<file path="config.mk">
export PLATFORM = sky130hd
export DESIGN_NAME = ssba_ctrl
export DESIGN_NICKNAME = d
export VERILOG_FILES = /design/src/design/ssba_pkg.sv /design/src/design/ssba_ctrl.sv
export SDC_FILE = /design/constraint.sdc
export NUM_CORES = 1
export LEC_CHECK = 0
export ABC_AREA = 1
export BUFFER_PORTS_ARGS = -buffer_cell sky130_fd_sc_hd__buf_2
export CORE_AREA = 2 2 39 41
export DETAILED_ROUTE_END_ITERATION = 6
export DIE_AREA = 0 0 41 43
export PLACE_DENSITY_LB_ADDON = 0.15
export SYNTH_ARGS = -nofsm -noshare
export SYNTH_HDL_FRONTEND = slang
export SYNTH_SLANG_ARGS = --single-unit
</file>
<file path="constraint.sdc">
create_clock -name clk -period 1.5 [get_ports clk]
set_clock_uncertainty 0.15 [all_clocks]
set_input_delay 0.3 -clock clk [delete_from_list [all_inputs] [get_ports clk]]
set_output_delay 0.3 -clock clk [all_outputs]
set_load 0.01 [all_outputs]
</file>
<file path="src/design/ssba_pkg.sv">
// ----------------------------------------------------------------------------
// ssba_pkg
// sizes, codes, command/status types and helpers of the slot allocator
// ----------------------------------------------------------------------------
package ssba_pkg;

  localparam int SLOT_COUNT = 4096;
  localparam int WORD_BITS  = 32;
  localparam int BIT_AW     = $clog2(WORD_BITS);
  localparam int MAP_WORDS  = SLOT_COUNT / WORD_BITS;
  localparam int MAP_AW     = (MAP_WORDS > 1) ? $clog2(MAP_WORDS) : 1;
  localparam int SEG_SIZE   = (MAP_WORDS < 16) ? MAP_WORDS : 16;
  localparam int SEG_N      = MAP_WORDS / SEG_SIZE;
  localparam int SEG_AW     = (SEG_SIZE > 1) ? $clog2(SEG_SIZE) : 1;
  localparam int USE_W      = $clog2(SLOT_COUNT + 1);

  localparam int SLOT_W     = 12;
  localparam int TOTAL_W    = 13;
  localparam int CFG_IDX_W  = 1;
  localparam int CFG_DATA_W = 13;

  localparam logic KIND_ALLOC = 1'b0;
  localparam logic KIND_FREE  = 1'b1;

  localparam logic [CFG_IDX_W-1:0] REG_TOTAL_SLOTS = CFG_IDX_W'(0);
  localparam logic [CFG_IDX_W-1:0] REG_SWAP_READY  = CFG_IDX_W'(1);

  typedef struct packed {
    logic capture;   // item accepted, latch it and load the group summary
    logic rd_input;  // read the word of the slot being freed
    logic sel;       // pick the first free word and read it
    logic commit;    // write the word back and load the result
  } cmd_t;

  typedef struct packed {
    logic kind;      // kind of the item on the input channel
    logic out_room;  // result register can take a new result
  } sts_t;

  // usable total = min(total_slots, SLOT_COUNT)
  function automatic logic [USE_W-1:0] usable_total(input logic [TOTAL_W-1:0] total);
    logic [USE_W-1:0] res;
    if (32'(total) < 32'(SLOT_COUNT)) begin
      res = USE_W'(total);
    end else begin
      res = USE_W'(SLOT_COUNT);
    end
    return res;
  endfunction

  // lowest clear bit of a word
  function automatic logic [BIT_AW-1:0] first_zero(input logic [WORD_BITS-1:0] word);
    logic [BIT_AW-1:0] b;
    b = '0;
    for (int i = WORD_BITS - 1; i >= 0; i--) begin
      if (!word[i]) begin
        b = BIT_AW'(i);
      end
    end
    return b;
  endfunction

endpackage

</file>
<file path="src/design/ssba_ctrl.sv">
// ----------------------------------------------------------------------------
// ssba_ctrl
// sequencer: accept, select word, read-modify-write, hand off result
// ----------------------------------------------------------------------------
module ssba_ctrl import ssba_pkg::*; (
  input  logic clk,
  input  logic rst,
  input  logic req_valid,
  input  sts_t sts,
  output logic req_ready,
  output cmd_t cmd
);

  typedef enum logic [1:0] {
    S_IDLE,
    S_SEL,
    S_MOD
  } state_t;

  state_t state;
  state_t state_next;

  always_comb begin
    state_next = state;
    cmd        = '0;
    req_ready  = 1'b0;
    case (state)
      S_IDLE: begin
        req_ready = 1'b1;
        if (req_valid) begin
          cmd.capture = 1'b1;
          if (sts.kind == KIND_FREE) begin
            cmd.rd_input = 1'b1;
            state_next   = S_MOD;
          end else begin
            state_next = S_SEL;
          end
        end
      end
      S_SEL: begin
        cmd.sel    = 1'b1;
        state_next = S_MOD;
      end
      S_MOD: begin
        if (sts.out_room) begin
          cmd.commit = 1'b1;
          state_next = S_IDLE;
        end
      end
      default: begin
        state_next = S_IDLE;
      end
    endcase
  end

  always_ff @(posedge clk) begin
    if (rst) begin
      state <= S_IDLE;
    end else begin
      state <= state_next;
    end
  end

endmodule

</file>
=== Word-level counts from Yosys, hierarchy flattened ===
Index checks and enable logic that the tools add are counted.

* Eq/ne operators: 4
* Muxes and demuxes: 11
* Reduce and logical (&&, ||, !) cells: 2

{| class="wikitable"
|+ Operators by type and width
! kind !! count
|-
| $mux W2 || 5
|-
| $pmux W2 S3 || 1
|-
| $mux W1 || 5
|-
| $ne A2 B2 Y1 const B || 2
|-
| $eq A2 B1 Y1 const B || 1
|-
| $eq A2 B2 Y1 const B || 1
|-
| $logic_not A2 Y1 || 1
|-
| $reduce_and A2 Y1 || 1
|}

* Register bits: 2
* Output and inout bits: 5
* Input bits: 5

=== Depth between registers and ports, before layout ===
Gate-level depths: netlist (run 1).

* Word-level depth: 3
* Mapped depth: 4
* Gate-level depth less buffers: 4

=== Least setup slack after synthesis (run 1) ===
OpenSTA, ideal clock, no wires.

* Kind: flip-flop to output port
* Start: register state[0]
* End: output cmd[3] (netlist name)
* Stages on the path, launching flop included: 4
* Data arrival time: 0.686 ns
* Required time: 1.050 ns
* Path slack: 0.364 ns
* Path through: dfxtp_1 > nor2_2 > nand2_2 > inv_1

{| class="wikitable"
|+ RTL lines
! element !! line !! source
|-
| start: declaration || ssba_ctrl.sv:20 || <nowiki>state_t state;</nowiki>
|-
| start signal: assignment || ssba_ctrl.sv:60 || <nowiki>state <= state_next;</nowiki>
|-
| end: declaration || ssba_ctrl.sv:11 || <nowiki>output cmd_t cmd</nowiki>
|}

==> metrics.md, run 1 <==
| Metric | Value |
|---|---|
| Status | `complete, no violations` |
| Pin count of the biggest net entering global routing | `6` |
| MaxCap Viol Count | `0` |
| Origin of the critical flop-to-flop path | `state[0]` |
| Port bufs | `9` |
| IO Count | `10` |
| Req. time, crit path | `1.05 ns` |
| Post-synthesis area per instance | `6.62 um2` |
| Initial antenna violation count | `0` |
| Power per Cell Area | `1090 mW/mm2` |
| RSZ-0062 raised after global routing | `no` |
| Post-synthesis cell count | `17` |
| Endpoints failing hold | `0` |
| Hold WS | `0.109 ns` |
| Most frequent cells after synthesis | `inv_1 (4), nand2_1 (3), dfxtp_1 (2), nor2_1 (2)` |
| Yosys cell types | `10` |
| Final std cells w/o fill | `45` |
| Yosys Warn Count | `0` |
| Routed Antenna Nets | `0` |
| Fmax | `721 MHz` |
| Final Setup Violations | `0` |
| # DRC | `0` |
| Htree depth | `1` |
| Final total power | `218 uW` |
| Fraction of registers with async set/reset | `0%` |
| Synth area leader | `dfxtp_1` |
| Worst-Margin Slew | `0.160 ns` |
| Die Wd | `41 um` |
| Root buf cell | `clkbuf_4` |
| Post-synth EDFFs | `0` |
| Insertion delay of the later-clocked pin in the worst-skew pair | `0.22 ns` |
| Setup crit start kind | `flip-flop` |
| Slew HR | `89.3%` |
| Synth Flop Type | `dfxtp_1` |
| Seq/Total Area, Yosys | `35.6%` |
| ANT cells | `0` |
| Largest cells by area after synthesis | `dfxtp_1 (36%), inv_1 (13%), nand2_1 (10%)` |
| RePlAce Congestion | `0.662` |
| Dpl hpwl | `261 um` |
| Most common cell in the synthesized netlist | `inv_1` |
| Clock Path Buffers | `2` |
| Total Neg Setup Slack | `0 ns` |
| Clock sink total | `2` |
| Nets | `36` |
| R2R setup slack | `0.61 ns` |
| Layout cells sized above 1 | `51.7%` |
| Min-Delay Path Class | `in -> reg` |
| Syn_nets | `22` |
| CP Class | `reg -> out` |
| Final worst path period need | `1.39 ns` |
| Resized Gates After CTS | `0` |
| Largest register by flop count | `state` |
| Number of synthesized register bits | `2` |
| Placed cells | `42` |
| Biggest regs | `state x2` |
| CP Data Arrival Time | `0.94 ns` |
| Initial Util | `8.14%` |
| Floorplan Core Area | `0.00138 mm2` |
| Pleak | `0.000118 uW` |
| Tcrit/Tclk final | `92.5%` |
| Setup Buffers After CTS | `0` |
| Worst reg2reg path depth | `4` |
| Number of hold buffers added after cts | `0` |
| Iter 0 DRT Violations | `2` |
| Worst Setup EP | `cmd[3]` |
| Final wirelength | `304 um` |
| Area grow syn2layout | `77.8%` |
| Beginning of the critical path | `state[0]` |
| Kind of end point of the critical path | `output port` |
| First-pass GRT wire length | `503 um` |
| Row Count | `14` |
| CTS tree | `done` |
| Total die area | `0.00176 mm2` |
| Clk pin slew, worst setup/hold paths | `0.03 ns` |
| CP max FO | `4` |
| WL/cell | `6.76 um` |
| Global route overflow | `0` |
| Tot GR Track Use | `4.81%` |
| Flip-flop count of the largest register after layout | `2` |
| R2r endpoint | `state[1]` |
| Vias per cell | `3.27` |
| Drt first pass iters | `2` |
| Post-synth top area share | `35.6%` |
| Die height | `43 um` |
| Final Slew Violations | `0` |
| Vias | `147` |
| Synthesized area | `113 um2` |
| Worst vdd ir | `0.175 mV` |
| Num CTS Buffers | `3` |
| Vias in the first global route | `146` |
-- placed cells by master, fill, tap and decap left out, drive strengths merged --
| master | Yosys | routed |
|---|---|---|
| buf | 0 | 9 |
| inv | 4 | 4 |
| nand2 | 4 | 4 |
| clkbuf | 0 | 3 |
| nor2 | 3 | 3 |
| dfxtp | 2 | 2 |
| nor3 | 2 | 2 |
| and3 | 1 | 1 |
| o21ai | 1 | 1 |
-- worst min path at each step --
| stage | from | depth (start not counted) | slack [ns] | endpoint |
|---|---|---|---|---|
| after floorplan | sts[1] | 1 | 0.22 | state[0] |
| after CTS | sts[1] | 2 | 0.1 | state[0] |
| after detailed placement | sts[1] | 2 | 0.34 | state[0] |
| final | sts[1] | 2 | 0.11 | state[0] |
| after global placement | sts[1] | 2 | 0.34 | state[0] |
| after global routing | sts[1] | 2 | 0.10 | state[0] |
-- metrics by stage --
stage | area (um2) | setup slack (ns) | utilization [%]
2_1_floorplan | 113 | 0.364 | -
3_3_place_gp | 178 | 0.311 | 12.8
5_1_grt | 200 | 0.00865 | 14.5
6_report | 200 | 0.112 | 14.5
3_5_place_dp | 178 | 0.279 | 12.8
4_1_cts | 200 | 0.0871 | 14.5
-- logic make-up after synthesis --
family          share of synthesized area, %
compound gates                          4.44
buf+inv                                 13.3
flops                                   35.6
simple gates                            46.7
-- layout make-up --
type                            count  area [um2]
Clock buffer                        3        22.5
Fill cell                         176        1180
Inverter                            4        15.0
Multi-Input combinational cell     11        57.6
Sequential cell                     2        40.0
Tap cell                           16        20.0
Timing Repair Buffer                9        45.0
-- report_power, final --
part           leakage, uW  switching, uW  internal (uW)
combinational    0.0000877           21.7           17.6
sequential       0.0000165           4.29           57.4
clock            0.0000138           28.8           88.1
-- critical path: stages, from the launching register on --
cell     delay (ns)
dfxtp_1        0.32
nor2_2         0.16
nand2_2        0.07
inv_1          0.05
buf_2          0.11
-- routing by layer --
layer	track usage [%]	vias up	wire length, um
met5	0	-	0
met1	3.83	66	110
li1	-	77	-
met3	3.14	0	17
met2	6.56	4	176
met4	6.00	0	0
(Power assumes the default switching activity.)
==> run 2, diff against run 1 <==
Clock period 1.5 ns to 1.71 ns, I/O delays scaled along.
==> run 2 against run 1 <==
Effect of this change: clock power is 12% lower; global-route usage is 0.90 points lower; sequential power is 12% lower; critical path depth stayed put; power is 12% lower; largest cell class unchanged; largest power group unchanged; highest routed layer unchanged.
==> metrics.md, run 2 (synthesis results as in run 1) <==
| Metric | Value |
|---|---|
| Status | `complete, no violations` |
| Initial antenna violation count | `0 (unchanged)` |
| Port bufs | `9 (unchanged)` |
| Iter 0 DRT Violations | `0 (-2)` |
| CP Class | `reg -> out` |
| Clk pin slew, worst setup/hold paths | `0.03 ns (about the same)` |
| CP max FO | `4 (unchanged)` |
| Drt first pass iters | `1 (-1)` |
| Endpoints failing hold | `0 (unchanged)` |
| Resized Gates After CTS | `0 (unchanged)` |
| Fin util | `14.5% (unchanged)` |
| Setup crit start kind | `flip-flop` |
| Initial Util | `8.14% (unchanged)` |
| Biggest regs | `state x2` |
| Power per Cell Area | `953 mW/mm2 (-12%)` |
| Req. time, crit path | `1.22 ns (+0.17 ns)` |
| Min-Delay Path Class | `in -> reg` |
| Htree depth | `1 (unchanged)` |
| Reg area | `40.0 um2 (unchanged)` |
| Slew HR | `89.1% (-0.18 points)` |
| Kind of end point of the critical path | `output port` |
| Global route overflow | `0 (unchanged)` |
| Final wirelength | `285 um (-6.3%)` |
| Final Slew Violations | `0 (unchanged)` |
| Tot GR Track Use | `3.91% (-0.90 points)` |
| Worst vdd ir | `0.152 mV (-13%)` |
| Fill count | `162 (-8.0%)` |
| First-pass GRT wire length | `407 um (-19%)` |
| Pleak | `0.000118 uW (unchanged)` |
| Hold Path Depth | `2 (unchanged)` |
| Layout cells sized above 1 | `51.7% (unchanged)` |
| Flip-flop count of the largest register after layout | `2 (unchanged)` |
| Area taken by multi-input logic gates | `57.6 um2 (unchanged)` |
| Area grow syn2layout | `77.8% (unchanged)` |
| Worst reg2reg path depth | `4 (unchanged)` |
| Row Count | `14 (unchanged)` |
| Die Wd | `41 um (unchanged)` |
| R2r endpoint | `state[1]` |
| # DRC | `0 (unchanged)` |
| Final Setup Violations | `0 (unchanged)` |
| R2R setup slack | `0.82 ns (+0.21 ns)` |
| Num CTS Buffers | `3 (unchanged)` |
| Clock sink total | `2 (unchanged)` |
| Setup Buffers After CTS | `0 (unchanged)` |
| CP Data Arrival Time | `0.94 ns (about the same)` |
| RSZ-0062 raised after global routing | `no` |
| Total Neg Setup Slack | `0 ns (unchanged)` |
| WL/cell | `6.33 um (-6.3%)` |
| Die height | `43 um (unchanged)` |
| MaxCap Viol Count | `0 (unchanged)` |
| Clock Path Buffers | `2 (unchanged)` |
| Floorplan Core Area | `0.00138 mm2 (unchanged)` |
| Most frequent cells in the layout | `buf_2 (9), inv_1 (4), nand2_1 (3), clkbuf_4 (3)` |
| Fmax | `698 MHz` |
| ANT cells | `0 (unchanged)` |
| Tcrit/Tclk final | `83.7%` |
| Vias in the first global route | `131 (-10%)` |
| Most common cell after layout, fill and taps aside | `buf_2` |
| Worst-Margin Slew | `0.162 ns (+0.00273 ns)` |
| Root buf cell | `clkbuf_4` |
| Insertion delay of the later-clocked pin in the worst-skew pair | `0.22 ns (about the same)` |
| Worst Setup EP | `cmd[3]` |
| RePlAce Congestion | `0.658 (-0.63%)` |
| Origin of the critical flop-to-flop path | `state[0]` |
| Routed Antenna Nets | `0 (unchanged)` |
| Number of hold buffers added after cts | `0 (unchanged)` |
| Vias | `143 (-2.7%)` |
| Vias per cell | `3.18 (-2.7%)` |
| Dpl hpwl | `237 um (-9.1%)` |
| Pin count of the biggest net entering global routing | `6 (unchanged)` |
| Final worst path period need | `1.43 ns` |
| Nets | `36 (unchanged)` |
| Total die area | `0.00176 mm2 (unchanged)` |
| CTS tree | `done` |
| Beginning of the critical path | `state[0]` |
| Largest register by flop count | `state` |
| IO Count | `10 (unchanged)` |
-- run 2: cell counts in the layout (fill, tap and decap cells not counted) --
Identical to the previous run, type by type.
-- run 2: per-layer routing --
| layer | up-vias | wire length, um | global-route usage [%] |
|---|---|---|---|
| met5 | - | 0 | 0 |
| met4 | 0 | 0 | 6.00 |
| met3 | 0 | 16 | 1.57 |
| met1 | 63 | 107 | 3.19 |
| met2 | 4 | 161 | 5.31 |
| li1 | 76 | - | - |
-- run 2: how the worst min path moves through the flow --
stage	start	to	slack (ns)
after floorplan	sts[1]	state[0]	0.26
after global routing	sts[1]	state[0]	0.15
after global placement	sts[1]	state[0]	0.38
after CTS	rst	state[0]	0.14
final	rst	state[0]	0.15
after detailed placement	rst	state[0]	0.38
-- run 2: area by class of cell --
class                   count  area share (%)
inverters                   4            7.50
repair buffers              9            22.5
clock buffers               3            11.2
well taps                  16            10.0
multi-input cells          11            28.7
flip-flops and latches      2            20.0
-- run 2: metrics by stage --
step | total power (uW) | setup WS [ns] | hold WS (ns) | area, um2 | cells
after floorplan | 73.2 | 0.532 | 0.261 | 113 | 17
after global placement | 89.9 | 0.437 | 0.380 | 178 | 42
after detailed placement | 89.7 | 0.408 | 0.379 | 178 | 42
after CTS | 201 | 0.254 | 0.140 | 200 | 45
after global routing | 210 | 0.193 | 0.153 | 200 | 45
final | 191 | 0.278 | 0.152 | 200 | 45
-- run 2: critical path, stage by stage, from the launching register on --
cell and delay (ns):
dfxtp_1 0.32, nor2_2 0.16, nand2_2 0.07, inv_1 0.05
buf_2 0.11
-- run 2: power by group --
group	total, uW	switching (uW)	internal (uW)	leakage, uW
Sequential	54.1	3.82	50.3	0.0000165
Combinational	34.1	18.7	15.4	0.0000877
Clock	103	25.3	77.3	0.0000138
